[config.mk]
export PLATFORM = sky130hd
export DESIGN_NAME = ultrasonic_level_controller
export DESIGN_NICKNAME = d
export VERILOG_FILES = /design/src/design/ulc_pkg.sv /design/src/design/ultrasonic_level_controller.sv
export SDC_FILE = /design/constraint.sdc
export NUM_CORES = 1
export LEC_CHECK = 0
export BUFFER_PORTS_ARGS = -buffer_cell sky130_fd_sc_hd__buf_2
export CORE_MARGIN = 5
export CORE_UTILIZATION = 55
export CTS_CLUSTER_DIAMETER = 120
export DETAILED_ROUTE_END_ITERATION = 16
export GPL_TIMING_DRIVEN = 0
export PLACE_DENSITY = 0.74
export SLEW_MARGIN = 15
export SYNTH_ARGS = -nofsm -noshare
export SYNTH_HDL_FRONTEND = slang
export SYNTH_SLANG_ARGS = --single-unit
[constraint.sdc]
create_clock -name i_clk -period 5.8 [get_ports i_clk]
set_input_delay 0.58 -clock i_clk [delete_from_list [all_inputs] [get_ports i_clk]]
set_output_delay 0.58 -clock i_clk [all_outputs]
set_load 0.02 [all_outputs]
[src/design/ulc_pkg.sv]
package ulc_pkg;

    // Input request: one per microsecond tick.
    typedef struct packed {
        logic start_request;
        logic echo_level;
    } t_in_item;

    // Result: one per input request.
    typedef struct packed {
        logic        trigger_level;
        logic        buzzer_on;
        logic        pump_on;
        logic [1:0]  alert;
        logic        level_valid;
        logic [10:0] level_value;
        logic        busy_res;
    } t_out_item;

    // Configuration register indexes.
    localparam logic [2:0] CFG_LOW_LIMIT      = 3'd0;
    localparam logic [2:0] CFG_FULL_LIMIT     = 3'd1;
    localparam logic [2:0] CFG_ECHO_TIMEOUT   = 3'd2;
    localparam logic [2:0] CFG_TICKS_PER_UNIT = 3'd3;
    localparam logic [2:0] CFG_TRIGGER_WIDTH  = 3'd4;

    // Configuration reset values.
    localparam logic [10:0] RST_LOW_LIMIT      = 11'd60;
    localparam logic [10:0] RST_FULL_LIMIT     = 11'd300;
    localparam logic [15:0] RST_ECHO_TIMEOUT   = 16'd38000;
    localparam logic [7:0]  RST_TICKS_PER_UNIT = 8'd59;
    localparam logic [7:0]  RST_TRIGGER_WIDTH  = 8'd10;

    // Alert codes.
    localparam logic [1:0] ALERT_NONE = 2'd0;
    localparam logic [1:0] ALERT_LOW  = 2'd1;
    localparam logic [1:0] ALERT_FULL = 2'd2;

    localparam logic [10:0] LEVEL_MAX   = 11'd2047;
    localparam logic [15:0] ELAPSED_MAX = 16'hFFFF;

endpackage

[src/design/ultrasonic_level_controller.sv]
// Channel  | Direction | Handshake                   | Payload
// ---------+-----------+-----------------------------+-------------------------------
// in       | input     | i_in_valid / o_in_ready     | i_in_data  (t_in_item)
// out      | output    | o_out_valid / i_out_ready   | o_out_data (t_out_item)
// cfg      | input     | i_cfg_valid / o_cfg_ready   | i_cfg_index, i_cfg_data
//
// Every input request produces exactly one result, held in the result register once it is accepted.
// A new request can be accepted every cycle while results drain; the single result register sets this rate.
// Reset (synchronous, active low) returns the sequencer to idle and loads default limits.
// When the output stalls, the input is held off only while the result register is full
// and not being drained in the same cycle. The configuration port is always ready.
module ultrasonic_level_controller
    import ulc_pkg::*;
(
    input  logic        i_clk,
    input  logic        i_rst_n,
    input  logic        i_in_valid,
    output logic        o_in_ready,
    input  t_in_item    i_in_data,
    output logic        o_out_valid,
    input  logic        i_out_ready,
    output t_out_item   o_out_data,
    input  logic        i_cfg_valid,
    output logic        o_cfg_ready,
    input  logic [2:0]  i_cfg_index,
    input  logic [15:0] i_cfg_data
);

    // Measurement phases.
    localparam logic [1:0] PH_IDLE = 2'd0;
    localparam logic [1:0] PH_TRIG = 2'd1;
    localparam logic [1:0] PH_WAIT = 2'd2;
    localparam logic [1:0] PH_MEAS = 2'd3;

    // Configuration registers.
    logic [10:0] r_low_limit;
    logic [10:0] r_full_limit;
    logic [15:0] r_echo_timeout;
    logic [7:0]  r_ticks_per_unit;
    logic [7:0]  r_trigger_width;

    // Measurement state.
    logic [1:0]  r_phase,          n_phase;
    logic [7:0]  r_trigger_count,  n_trigger_count;
    logic [15:0] r_elapsed_us,     n_elapsed_us;
    logic [7:0]  r_prescale_count, n_prescale_count;
    logic [10:0] r_unit_count,     n_unit_count;
    logic        r_low_latched,    n_low_latched;
    logic        r_full_latched,   n_full_latched;
    logic        r_buzzer,         n_buzzer;
    logic        r_pump,           n_pump;

    // Result register.
    logic        r_out_valid;
    t_out_item   r_out,            n_out;

    logic        in_accept;
    logic [11:0] level_doubled;
    logic [10:0] level;
    logic [7:0]  prescale_inc;

    assign o_cfg_ready = 1'b1;
    // The result register can take a new result when empty or when it drains this cycle.
    assign o_in_ready  = !r_out_valid || i_out_ready;
    assign in_accept   = i_in_valid && o_in_ready;
    assign o_out_valid = r_out_valid;
    assign o_out_data  = r_out;

    assign prescale_inc  = r_prescale_count + 8'd1;
    assign level_doubled = {r_unit_count, 1'b0};

    // The level on a falling echo: zero at or past the timeout, else twice the units, saturated.
    always_comb begin
        if (r_elapsed_us >= r_echo_timeout) begin
            level = '0;
        end else if (level_doubled[11]) begin
            level = LEVEL_MAX;
        end else begin
            level = level_doubled[10:0];
        end
    end

    // Next state and the result of the current request, all in one pass.
    always_comb begin
        n_phase          = r_phase;
        n_trigger_count  = r_trigger_count;
        n_elapsed_us     = r_elapsed_us;
        n_prescale_count = r_prescale_count;
        n_unit_count     = r_unit_count;
        n_low_latched    = r_low_latched;
        n_full_latched   = r_full_latched;
        n_buzzer         = r_buzzer;
        n_pump           = r_pump;
        n_out.trigger_level = 1'b0;
        n_out.alert         = ALERT_NONE;
        n_out.level_valid   = 1'b0;
        n_out.level_value   = '0;

        case (r_phase)
            PH_IDLE: begin
                if (i_in_data.start_request) begin
                    n_phase             = PH_TRIG;
                    n_trigger_count     = 8'd1;
                    n_out.trigger_level = 1'b1;
                end
            end
            PH_TRIG: begin
                // A zero width behaves as one because the count starts at one.
                if (r_trigger_count >= r_trigger_width) begin
                    n_phase = PH_WAIT;
                end else begin
                    n_trigger_count     = r_trigger_count + 8'd1;
                    n_out.trigger_level = 1'b1;
                end
            end
            PH_WAIT: begin
                if (i_in_data.echo_level) begin
                    n_phase      = PH_MEAS;
                    n_elapsed_us = 16'd1;
                    if (r_ticks_per_unit <= 8'd1) begin
                        n_prescale_count = '0;
                        n_unit_count     = 11'd1;
                    end else begin
                        n_prescale_count = 8'd1;
                        n_unit_count     = '0;
                    end
                end
            end
            PH_MEAS: begin
                if (i_in_data.echo_level) begin
                    if (r_elapsed_us != ELAPSED_MAX) begin
                        n_elapsed_us = r_elapsed_us + 16'd1;
                    end
                    if (prescale_inc >= r_ticks_per_unit) begin
                        n_prescale_count = '0;
                        if (r_unit_count != LEVEL_MAX) begin
                            n_unit_count = r_unit_count + 11'd1;
                        end
                    end else begin
                        n_prescale_count = prescale_inc;
                    end
                end else begin
                    n_phase           = PH_IDLE;
                    n_out.level_valid = 1'b1;
                    n_out.level_value = level;
                    // Latched alerts fire once per excursion; only an in-band reading
                    // clears them.
                    if (level < r_low_limit && !r_low_latched) begin
                        n_buzzer      = 1'b1;
                        n_pump        = 1'b1;
                        n_low_latched = 1'b1;
                        n_out.alert   = ALERT_LOW;
                    end else if (level > r_full_limit && !r_full_latched) begin
                        n_buzzer       = 1'b0;
                        n_pump         = 1'b0;
                        n_full_latched = 1'b1;
                        n_out.alert    = ALERT_FULL;
                    end else if (level >= r_low_limit && level <= r_full_limit) begin
                        n_buzzer       = 1'b0;
                        n_pump         = 1'b0;
                        n_low_latched  = 1'b0;
                        n_full_latched = 1'b0;
                    end
                end
            end
            default: begin
                n_phase = PH_IDLE;
            end
        endcase

        n_out.buzzer_on = n_buzzer;
        n_out.pump_on   = n_pump;
        n_out.busy_res  = (n_phase != PH_IDLE);
    end

    // Configuration registers; unknown indexes are dropped.
    always_ff @(posedge i_clk) begin
        if (!i_rst_n) begin
            r_low_limit      <= RST_LOW_LIMIT;
            r_full_limit     <= RST_FULL_LIMIT;
            r_echo_timeout   <= RST_ECHO_TIMEOUT;
            r_ticks_per_unit <= RST_TICKS_PER_UNIT;
            r_trigger_width  <= RST_TRIGGER_WIDTH;
        end else if (i_cfg_valid) begin
            case (i_cfg_index)
                CFG_LOW_LIMIT:      r_low_limit      <= i_cfg_data[10:0];
                CFG_FULL_LIMIT:     r_full_limit     <= i_cfg_data[10:0];
                CFG_ECHO_TIMEOUT:   r_echo_timeout   <= i_cfg_data;
                CFG_TICKS_PER_UNIT: r_ticks_per_unit <= i_cfg_data[7:0];
                CFG_TRIGGER_WIDTH:  r_trigger_width  <= i_cfg_data[7:0];
                default: begin
                end
            endcase
        end
    end

    // Measurement state advances only on accepted requests.
    always_ff @(posedge i_clk) begin
        if (!i_rst_n) begin
            r_phase          <= PH_IDLE;
            r_trigger_count  <= '0;
            r_elapsed_us     <= '0;
            r_prescale_count <= '0;
            r_unit_count     <= '0;
            r_low_latched    <= 1'b0;
            r_full_latched   <= 1'b0;
            r_buzzer         <= 1'b0;
            r_pump           <= 1'b0;
        end else if (in_accept) begin
            r_phase          <= n_phase;
            r_trigger_count  <= n_trigger_count;
            r_elapsed_us     <= n_elapsed_us;
            r_prescale_count <= n_prescale_count;
            r_unit_count     <= n_unit_count;
            r_low_latched    <= n_low_latched;
            r_full_latched   <= n_full_latched;
            r_buzzer         <= n_buzzer;
            r_pump           <= n_pump;
        end
    end

    // Result register: valid is control, the payload needs no reset.
    always_ff @(posedge i_clk) begin
        if (!i_rst_n) begin
            r_out_valid <= 1'b0;
        end else if (in_accept) begin
            r_out_valid <= 1'b1;
        end else if (i_out_ready) begin
            r_out_valid <= 1'b0;
        end
    end

    always_ff @(posedge i_clk) begin
        if (in_accept) begin
            r_out <= n_out;
        end
    end

    // A completed measurement always leaves the block idle.
    a_done_not_busy: assert property (@(posedge i_clk) disable iff (!i_rst_n)
        (r_out_valid && r_out.level_valid) |-> !r_out.busy_res)
        else $error("completed measurement reported busy");

    // Alerts only come with a completed measurement.
    a_alert_with_level: assert property (@(posedge i_clk) disable iff (!i_rst_n)
        (r_out_valid && r_out.alert != ALERT_NONE) |-> r_out.level_valid)
        else $error("alert without a completed measurement");

    // Buzzer and pump are always switched together.
    a_buzzer_pump: assert property (@(posedge i_clk) disable iff (!i_rst_n)
        r_buzzer == r_pump)
        else $error("buzzer and pump disagree");

    // A start in idle enters the trigger phase.
    a_start: assert property (@(posedge i_clk) disable iff (!i_rst_n)
        (in_accept && r_phase == PH_IDLE && i_in_data.start_request) |=>
            (r_phase == PH_TRIG && r_out.trigger_level))
        else $error("start request did not begin a trigger pulse");

    // While measuring, the echo width counter is never zero.
    a_elapsed: assert property (@(posedge i_clk) disable iff (!i_rst_n)
        (r_phase == PH_MEAS) |-> (r_elapsed_us != '0))
        else $error("echo width counter zero while measuring");

endmodule

-- Yosys cells after proc, flatten, opt, wreduce, memory -nomap -nowiden
Index checks and enable logic that the tools add are counted.
- flip-flop bits (word level): 122
- input bits: 26
- word-level logic and storage cells: 131
- $lt $le $gt $ge: 8
- reduce and logical (&&, ||, !) cells: 29
- add/subtract/negate cells: 4
- eq/ne operators: 17
- multiplexer cells: 47
- bitwise operators: 3
- operators with widths (operator ; count):
    $mux W11 ; 6
    $mux W16 ; 3
    $mux W8 ; 5
    $pmux W16 S2 ; 1
    $pmux W8 S2 ; 2
    $pmux W11 S2 ; 1
    $mux W1 ; 21
    $add A16 B1 Y16 const B ; 1
    $add A8 B1 Y8 const B ; 2
    $ge A16 B16 Y1 ; 1
    $ge A8 B8 Y1 ; 2
    $ne A16 B16 Y1 const B ; 1
    $ne A2 B2 Y1 const B ; 8
    $reduce_and A5 Y1 ; 3
    $mux W12 ; 1
    $reduce_bool A2 Y1 ; 6
    $add A11 B1 Y11 const B ; 1
    $ge A11 B11 Y1 ; 1
    $gt A11 B11 Y1 ; 1
    $le A11 B11 Y1 ; 1
    $lt A11 B11 Y1 ; 1
    $ne A11 B11 Y1 const B ; 1
    $mux W2 ; 5
    $reduce_and A2 Y1 ; 5
    other kinds (18) ; 28

-- Logic depth before layout (Yosys ltp)
Gate-level depths: netlist of run 1.
- depth after elaboration: 9
- gate-level depth with buffers: 18

-- Worst setup path after synthesis of run 1
Ideal clock, no wire load.
- path type: register -> register
- start: reg r_elapsed_us[0]
- end: reg r_out (netlist bit o_out_data[15]) (data pin)
- clock period less this slack: 3506 ps
- setup time: 256 ps
- setup slack: 2294 ps
- stages on the path, launching flop included: 19
- path buffers: 1
- data required time: 5544 ps
- arrival time: 3250 ps
- path through: dfxtp_1 > inv_1 > ha_1 > nand2b_1 > a21o_1 > a21oi_1 > nor2b_1 > o21ai_0 > a21oi_1 > clkbuf_1 > nor3_1 > ha_1 > nor2b_1 > a221oi_1 > o32ai_1 > o31a_1 > mux2i_1 > o21ai_0 > nand2_1
- RTL lines (item ; RTL line ; text):
    start: declaration ; ultrasonic_level_controller.sv:45 ; logic [15:0] r_elapsed_us, n_elapsed_us;
    start signal: assignment ; ultrasonic_level_controller.sv:212 ; r_elapsed_us <= n_elapsed_us;
    end signal: assignment ; ultrasonic_level_controller.sv:235 ; r_out <= n_out;
    end: declaration ; ultrasonic_level_controller.sv:55 ; t_out_item r_out, n_out;

==> results.cfg, run 1 <==
[detailed_routing]
wl_met1_mm = 6.856
drtAntennaViolNets = 0
drt_pass1_iterations = 5
wl_met2_mm = 7.828
drt_iter0_drc = 466
routed_wl_mm = 16.50
wl_per_cell_um = 16.65
viasPerCell = 5.768
highest_layer = met4
vias = 5716
wl_met3_mm = 1.085
drc = 0

[sta]
tightest_slew_ns = 0.7926
slew_viol_final = 0
timing.final.crit_share_pct = 72.41
grt_setup_unrepaired = false
maxSlewHeadroom_pct = 46.84
clock-skew-final_ns = 0.01422
tns_ns = 0
finalHoldViolCount = 0
fmax_mhz = 238.1
setup_viol = 0
min_period_ns = 4.200

[status]
status = completed

[logic_synthesis]
yosysSeqAreaShare_pct = 40.79
synth_seq_cells = 122
synthCells = 772
synth-edff-count = 18
syn_avg_cell_area_um2 = 8.329
syn-cell-area_um2 = 6430
syn_nets = 856
synth.top_cell.area_share_pct = 32.38
synthTopCellsByArea = dfxtp_1 (32%), ha_1 (11%), edfxtp_1 (8.4%)
yosys_warnings = 0
synth_cell_type_count = 61
synth.largest_area_cell = dfxtp_1
ys.flop_type = dfxtp_1
async_reset_ff_share_pct = 0

[power_and_ir_drop]
vdd_ir_drop_max_v = 0.0002680
power_density_nw_per_um2 = 276.2
p_leak_nw = 3.091

[global_route]
overflow = 0
grt.total_usage_pct = 24.20
grt_start_max_net_pins = 26
antenna_found_initial = 0
grt_pass1_wl_mm = 27.18
grt_pass1_vias = 5618

[setup_path]
arrival_ns = 4.49
crit_chain = inv_1, ha_1, nand2b_1, a21o_1, a21oi_1, nor2b_1, o21ai_0, a21oi_1, clkbuf_1, nor3_1, ha_1, a211oi_1, nor2_1, o31a_1, or3b_1, mux2i_1, o21ai_0, nand2_1
critPathTopFamily = compound AO/OA/AOI/OAI gates
crit_path_top_delay_cell = nor3_1
required_ns = 6.09
worstRegToRegCells = 18
reg2reg_from = r_elapsed_us[0]
path_class = reg2reg
path_buf_inv = 2
startpoint_type = flip-flop
cpPeakStageDelay_ns = 0.43
cp-end-kind = flip-flop
crit_path_max_fanout = 10
r2r_slack_ns = 1.60
r2r_end = o_out_data[15]

[final_layout]
final_common_cell = nand2_1
diodes = 0
layout.nets = 919
fillers = 985
layout_common_cells = nand2_1 (133), dfxtp_1 (104), nor2_1 (64), inv_1 (58), ha_1 (58)
area_delta_synth_final_pct = 15.72
drive_gt1_share_pct = 10.73
post-route-util_pct = 65.17

[hold_path]
min_to = r_echo_timeout[15]
worstHoldStart = i_cfg_data[15]
hold_path_depth = 3
hold_class = in2reg

[flow_run]
cap_viol_max_count = 0

[clock_network]
cts_root_buf = clkbuf_16
ctsHoldBuffers = 0
cts_made_buffers = 17
clock_latency_ns = 0.43
h-tree-depth = 4
post_cts.repair.setup_buffers = 0
clock_sinks = 122
post_cts_resized = 0
clockBufferDepth = 2
clk_pin_slew_ns = 0.06
cts_tree = built

[floorplan]
core_area_um2 = 11420
die_area_um2 = 13950
initial_utilization_pct = 56.31
die_w_um = 118.1
num_rows = 39
fp.dieH_um = 118.1
boundaryPins = 47

[placement]
dp_hpwl_mm = 12.20
gp_congestion = 0.9321
io_buffers = 44
## cell families (layout without fill, tap and decap cells)
| family | count (synthesis) | count (layout) | synth area share (%) |
|---|---|---|---|
| AO/OA/AOI/OAI | 136 | 136 | 13.37 |
| XOR/XNOR | 31 | 31 | 4.223 |
| adder cells (fa/ha/maj) | 58 | 58 | 11.29 |
| buffers and inverters | 91 | 167 | 5.507 |
| flip-flops | 122 | 122 | 40.79 |
| multiplexers | 3 | 3 | 0.4670 |
| other | 1 | 1 | 0.05832 |
| AND/OR/NAND/NOR | 330 | 330 | 24.30 |
## power breakdown
| part | internal, W | switching [W] | total [W] | leakage [nW] |
|---|---|---|---|---|
| clock | 0.000686 | 0.000378 | 0.00106 | 0.301 |
| combinational | 0.0000333 | 0.0000760 | 0.000109 | 1.77 |
| sequential | 0.000876 | 0.00000665 | 0.000883 | 1.02 |
## tightest hold or removal path, delay by kind of cell
family,cells,cell delay (ns)
buffers and inverters,1,0.08
AOI/OAI and AO/OA,1,0.08
and+or+nand+nor,1,0.04
## synth_stat cells (4+ instances only)
| library cell | n |
|---|---|
| nand3_1 | 27 |
| ha_1 | 58 |
| and3_1 | 11 |
| a21o_1 | 11 |
| edfxtp_1 | 18 |
| nor3_1 | 21 |
| xnor2_1 | 11 |
| nor4_1 | 15 |
| clkbuf_1 | 27 |
| a21oi_1 | 57 |
| dfxtp_1 | 104 |
| or4_1 | 4 |
| inv_1 | 58 |
| o211ai_1 | 22 |
| or3_1 | 7 |
| nor2_1 | 64 |
| nand4_1 | 16 |
| nand2_1 | 133 |
| nand2b_1 | 6 |
| o21ai_0 | 21 |
| a211oi_1 | 7 |
| xor2_1 | 20 |
## flip-flops by register name, indices dropped and copies added (netlist names), 11 cells and up
signal,count
r_echo_timeout,16
r_elapsed_us,16
r_low_limit,11
r_unit_count,11
o_out_data,18
r_full_limit,11
## metal layers
metal / GRT usage [%] / vias up
li1: - / 2817
met1: 29.52 / 2648
met2: 39.49 / 196
met3: 5.911 / 55
met4: 12.62 / 0
met5: 0 / -
## cell type report
cell class              instances  area (um2)  share of cell area (%)
flip-flops and latches        122        2623                   35.24
clock buffers                  23       531.8                   7.146
clock inverters                 9       80.08                   1.076
inverters                      61       229.0                   3.077
multi-input cells             559        3453                   46.41
repair buffers                 44       220.2                   2.959
plain buffers                  30       125.1                   1.682
well taps                     143       178.9                   2.405
## metrics by stage
stage | worst slack (ns) | hold slack [ns] | std cells | instance area, um2 | power (W)
2_1_floorplan | 2.294 | 0.4363 | 772 | 6430 | 0.0009629
3_3_place_gp | 1.847 | 0.4444 | 959 | 6829 | 0.001004
3_5_place_dp | 1.699 | 0.4484 | 959 | 6829 | 0.001007
4_1_cts | 1.663 | 0.3776 | 991 | 7441 | 0.002069
5_1_grt | 1.385 | 0.3936 | 991 | 7441 | 0.002130
6_report | 1.600 | 0.3881 | 991 | 7441 | 0.002055
## worst max-delay path by stage
stage                           to  cells past startpoint  slack [ns]            start
CTS                 o_out_data[15]                     18        1.66  r_elapsed_us[0]
floorplan           o_out_data[15]                     18        2.29  r_elapsed_us[0]
detailed placement  o_out_data[15]                     18        1.70  r_elapsed_us[0]
finish              o_out_data[15]                     18        1.60  r_elapsed_us[0]
global route        o_out_data[15]                     18        1.38  r_elapsed_us[0]
global placement    o_out_data[16]                     18        1.85  r_elapsed_us[0]
Note: power is estimated with default switching activity, not from simulation.
==> run 2: changes to the inputs <==
==> constraint.sdc (replaced) <==
create_clock -name i_clk -period 3.9 [get_ports i_clk]
set_input_delay 0.39 -clock i_clk [delete_from_list [all_inputs] [get_ports i_clk]]
set_output_delay 0.39 -clock i_clk [all_outputs]
set_load 0.02 [all_outputs]
==> results.cfg, run 2 (same netlist as run 1, synthesis figures left out) <==
[detailed_routing]
drc = 0
drt_iter0_drc = 555
drt_pass1_iterations = 5
routed_wl_mm = 16.67
wl_per_cell_um = 16.79
drtAntennaViolNets = 0
vias = 5702
viasPerCell = 5.742

[flow_run]
cap_viol_max_count = 0

[sta]
finalHoldViolCount = 0
timing.final.crit_share_pct = 96.39
grt_setup_unrepaired = true
min_period_ns = 3.759
clock-skew-final_ns = 0.01098
slew_viol_final = 0
fmax_mhz = 266.0
tightest_slew_ns = 0.7930
maxSlewHeadroom_pct = 46.80
setup_viol = 0

[status]
status = completed

[clock_network]
cts_root_buf = clkbuf_16
clockBufferDepth = 2
clk_pin_slew_ns = 0.06
cts_tree = built
clock_latency_ns = 0.43
cts_made_buffers = 17
clock_sinks = 122
h-tree-depth = 4

[global_route]
overflow = 0
antenna_found_initial = 0
grt_pass1_wl_mm = 27.28
grt_start_max_net_pins = 26
grt.total_usage_pct = 24.27
grt_pass1_vias = 5624

[final_layout]
drive_gt1_share_pct = 13.41
post-route-util_pct = 66.49
final_common_cell = nand2_1
layout.nets = 921
register_area_um2 = 2625
fin_area_um2 = 7592
area_delta_synth_final_pct = 18.08
multi_input_area_um2 = 3572
layout_common_cells = nand2_1 (133), dfxtp_1 (102), nor2_1 (64), inv_1 (58)
largest_reg_flops = 18
fillers = 960
diodes = 0

[floorplan]
initial_utilization_pct = 56.31
num_rows = 39
fp.dieH_um = 118.1
die_area_um2 = 13950
boundaryPins = 47
core_area_um2 = 11420
die_w_um = 118.1

[placement]
dpl_cell_area_um2 = 6829
io_buffers = 44
gp_congestion = 0.9321
dp_hpwl_mm = 12.20

[setup_path]
crit_path_top_delay_cell = o31a_1
required_ns = 4.07
crit_chain = inv_1, ha_1, nand2b_1, a21o_1, a21oi_1, nor2b_1, o21ai_1, a21oi_2, buf_8, nor3_4, ha_4, nor2b_1, a221oi_2, o32ai_1, o31a_1, mux2i_4, o21ai_1, nand2_1
cp-end-kind = flip-flop
startpoint_type = flip-flop
r2r_slack_ns = 0.14
crit_path_max_fanout = 10
arrival_ns = 3.93
path_class = reg2reg
cpPeakStageDelay_ns = 0.37

[power_and_ir_drop]
power_density_nw_per_um2 = 404.1
swShare_pct = 22.68
pwr-share-comb_pct = 5.3
seqPwrFrac_pct = 42.8
vdd_ir_drop_max_v = 0.0004049
p_clk_share_pct = 51.9
p_sw_w = 0.0006958
p_leak_nw = 3.138
p_int_w = 0.002373

[hold_path]
hold_class = in2reg
[run 2: critical path: cells and delay by family, from the launching register on]
kind                       cells  cell delay [ns]
AOI/OAI and AO/OA              8             1.43
DFF                            1             0.36
muxes                          1             0.22
adders and majority gates      2             0.53
buffers and inverters          2             0.26
and+or+nand+nor                5             0.68
[run 2: path summary, 6_finish.rpt]
| kind | depth (start not counted) | from | endpoint |
|---|---|---|---|
| min reg2reg | 2 | r_trigger_width[7] | r_trigger_width[7] |
| max | 18 | r_elapsed_us[0] | o_out_data[15] |
| max reg2reg | 18 | r_elapsed_us[0] | o_out_data[15] |
| min | 3 | i_cfg_data[15] | r_echo_timeout[15] |
[run 2: area by class of cell]
| class | instances | area share, % |
|---|---|---|
| multi-input cells | 559 | 47.05 |
| flip-flops and latches | 122 | 34.57 |
| clock buffers | 23 | 7.004 |
| repair buffers | 46 | 3.098 |
| inverters | 61 | 3.016 |
| well taps | 143 | 2.357 |
| plain buffers | 30 | 1.846 |
| clock inverters | 9 | 1.055 |
[run 2: per-stage QoR]
stage          total power (W)  hold WS (ns)  worst slack (ns)  std cells   TNS, ns
3_5_place_dp          0.001498        0.4484           -0.2010        959   -0.7779
5_1_grt               0.003169        0.2036          -0.02777        993  -0.02777
3_3_place_gp          0.001493        0.4444          -0.05296        959   -0.1169
2_1_floorplan         0.001432        0.4363            0.3941        772         0
4_1_cts               0.003076        0.1876           0.02033        991         0
6_report              0.003068        0.1970            0.1406        993         0
[run 2: repair_timing]
action	4_1_cts	5_1_grt
gates resized for setup	13	20
hold buffers	0	0
pin swaps	0	4
setup buffers	0	2
setup endpoints to repair	5	5
[run 2: power by group through the flow]
stage                     Combinational (W)  Sequential (W)  Clock [W]
after detailed placement           0.000160         0.00134          0
after floorplan                   0.0000829         0.00135          0
after CTS                          0.000161         0.00131    0.00160
after global routing               0.000180         0.00131    0.00167
after global placement             0.000155         0.00134          0
final                              0.000163         0.00131    0.00159
[run 2: routing by layer]
layer	global-route usage [%]	up-vias	routed length (um)
li1	-	2819	-
met1	29.47	2639	6948
met2	39.87	201	8058
met3	6.439	43	1129
met4	11.68	0	537
met5	0	-	0
==> run 3: changes to the inputs <==
--- a/config.mk
+++ b/config.mk
@@ -12,6 +12,7 @@
 export DETAILED_ROUTE_END_ITERATION = 16
 export GPL_TIMING_DRIVEN = 0
 export PLACE_DENSITY = 0.74
+export RECOVER_POWER = 50
 export SLEW_MARGIN = 15
 export SYNTH_ARGS = -nofsm -noshare
 export SYNTH_HDL_FRONTEND = slang
==> results.cfg, run 3 (same netlist as run 1, synthesis figures left out) <==
[status]
status = completed

[power_and_ir_drop]
power_density_nw_per_um2 = 404.8
vdd_ir_drop_max_v = 0.0004043
p_leak_nw = 3.070
total_power_w = 0.003062

[final_layout]
drive_gt1_share_pct = 10.82
largest_reg_flops = 18
final_common_cell = nand2_1
layout_common_cells = nand2_1 (133), dfxtp_1 (102), nor2_1 (64), inv_1 (58)
diodes = 0
area_delta_synth_final_pct = 17.65
layout.nets = 921

[clock_network]
clock_sinks = 122
clock_latency_ns = 0.42
h-tree-depth = 4
cts_tree = built
clockBufferDepth = 2
cts_made_buffers = 17
clk_pin_slew_ns = 0.06
cts_root_buf = clkbuf_16

[placement]
gp_congestion = 0.9321
io_buffers = 44
place_ws_ns = -0.2010
dp_hpwl_mm = 12.20

[sta]
slew_viol_final = 0
grt_setup_unrepaired = true
tns_ns = 0
setup_viol = 0
setup_ws_ns = 0.1402
fmax_mhz = 266.0
maxSlewHeadroom_pct = 46.46
finalHoldViolCount = 0
tightest_slew_ns = 0.7982
clock-skew-final_ns = 0.01045
min_period_ns = 3.760
timing.final.crit_share_pct = 96.41

[setup_path]
r2r_slack_ns = 0.14
worstRegToRegCells = 18
required_ns = 4.07
crit_path_top_delay_cell = o31a_1
arrival_ns = 3.93
reg2reg_from = r_elapsed_us[0]
crit_chain = inv_1, ha_1, nand2b_1, a21o_1, a21oi_1, nor2b_1, o21ai_1, a21oi_2, buf_8, nor3_4, ha_4, nor2b_1, a221oi_2, o32ai_1, o31a_1, mux2i_4, o21ai_1, nand2_1
cpPeakStageDelay_ns = 0.38
path_class = reg2reg
crit_path_max_fanout = 10
startpoint_type = flip-flop
critPathTopFamily = compound AO/OA/AOI/OAI gates
path_buf_inv = 2
cp-end-kind = flip-flop
r2r_end = o_out_data[15]

[global_route]
antenna_found_initial = 0
overflow = 0
grt_pass1_vias = 5624
grt_start_max_net_pins = 26
grt_pass1_wl_mm = 27.28
grt.total_usage_pct = 24.27

[floorplan]
fp.dieH_um = 118.1
die_area_um2 = 13950
boundaryPins = 47
initial_utilization_pct = 56.31
num_rows = 39
die_w_um = 118.1
core_area_um2 = 11420

[detailed_routing]
drtAntennaViolNets = 0
viasPerCell = 5.779
vias = 5739
drc = 0
wl_per_cell_um = 16.83
drt_iter0_drc = 553
routed_wl_mm = 16.72
drt_pass1_iterations = 8

[hold_path]
hold_path_depth = 3
worstHoldStart = i_cfg_data[15]
hold_class = in2reg
min_to = r_echo_timeout[15]

[flow_run]
cap_viol_max_count = 0
## run 3: cell types whose count changed in the layout (fill, tap and decap cells not counted), sizes merged
cell,before,now
buf,50,28
clkbuf,49,71
## run 3: how the worst max path moves through the flow
stage | from | end | slack [ns] | depth (start not counted)
2_1_floorplan | r_elapsed_us[0] | o_out_data[15] | 0.39 | 18
3_3_place_gp | r_elapsed_us[0] | o_out_data[16] | -0.05 | 18
3_5_place_dp | r_elapsed_us[0] | o_out_data[15] | -0.20 | 18
4_1_cts | r_elapsed_us[0] | o_out_data[15] | 0.02 | 18
5_1_grt | r_echo_timeout[13] | o_out_data[15] | -0.03 | 16
6_report | r_elapsed_us[0] | o_out_data[15] | 0.14 | 18
## run 3: layout make-up
| type | count | area (um2) |
|---|---|---|
| Clock inverter | 9 | 80.08 |
| Buffer | 30 | 140.1 |
| Fill cell | 974 | 3854 |
| Tap cell | 143 | 178.9 |
| Clock buffer | 23 | 531.8 |
| Timing Repair Buffer | 46 | 207.7 |
| Inverter | 61 | 229.0 |
| Multi-Input combinational cell | 559 | 3572 |
| Sequential cell | 122 | 2625 |
## run 3: worst register-to-register path, cell delays in order, from the launching register on
cell and delay [ns]:
dfxtp_2 0.36, inv_1 0.08, ha_1 0.27, nand2b_1 0.14, a21o_1 0.18, a21oi_1 0.15, nor2b_1 0.06, o21ai_1 0.15
a21oi_2 0.12, buf_8 0.18, nor3_4 0.28, ha_4 0.26, nor2b_1 0.13, a221oi_2 0.21, o32ai_1 0.10, o31a_1 0.38
mux2i_4 0.22, o21ai_1 0.16, nand2_1 0.07
## run 3: metal layers
metal	global-route usage (%)	wire length [um]	up-vias
met4	11.68	593	0
li1	-	-	2822
met2	39.87	8044	213
met1	29.47	6997	2657
met5	0	0	-
met3	6.439	1081	47
## run 3: timing repair
action	in CTS	in global routing
pin swaps	0	4
gates resized for setup	13	20
cloned	0	0
setup endpoints to repair	5	5
buffers inserted	0	2
hold buffers	0	0
## run 3: through the flow
step	instances	hold WS, ns	util (%)	area, um2
after global placement	959	0.4444	59.81	6829
after CTS	991	0.1876	65.67	7498
after global routing	993	0.2036	66.25	7565
final	993	0.2007	66.25	7565
after detailed placement	959	0.4484	59.81	6829
after floorplan	772	0.4363	-	6430
## run 3: power breakdown
part | internal [W] | switching, W
sequential | 0.00130 | 0.0000103
clock | 0.00102 | 0.000569
combinational | 0.0000471 | 0.000114
total | 0.00237 | 0.000693
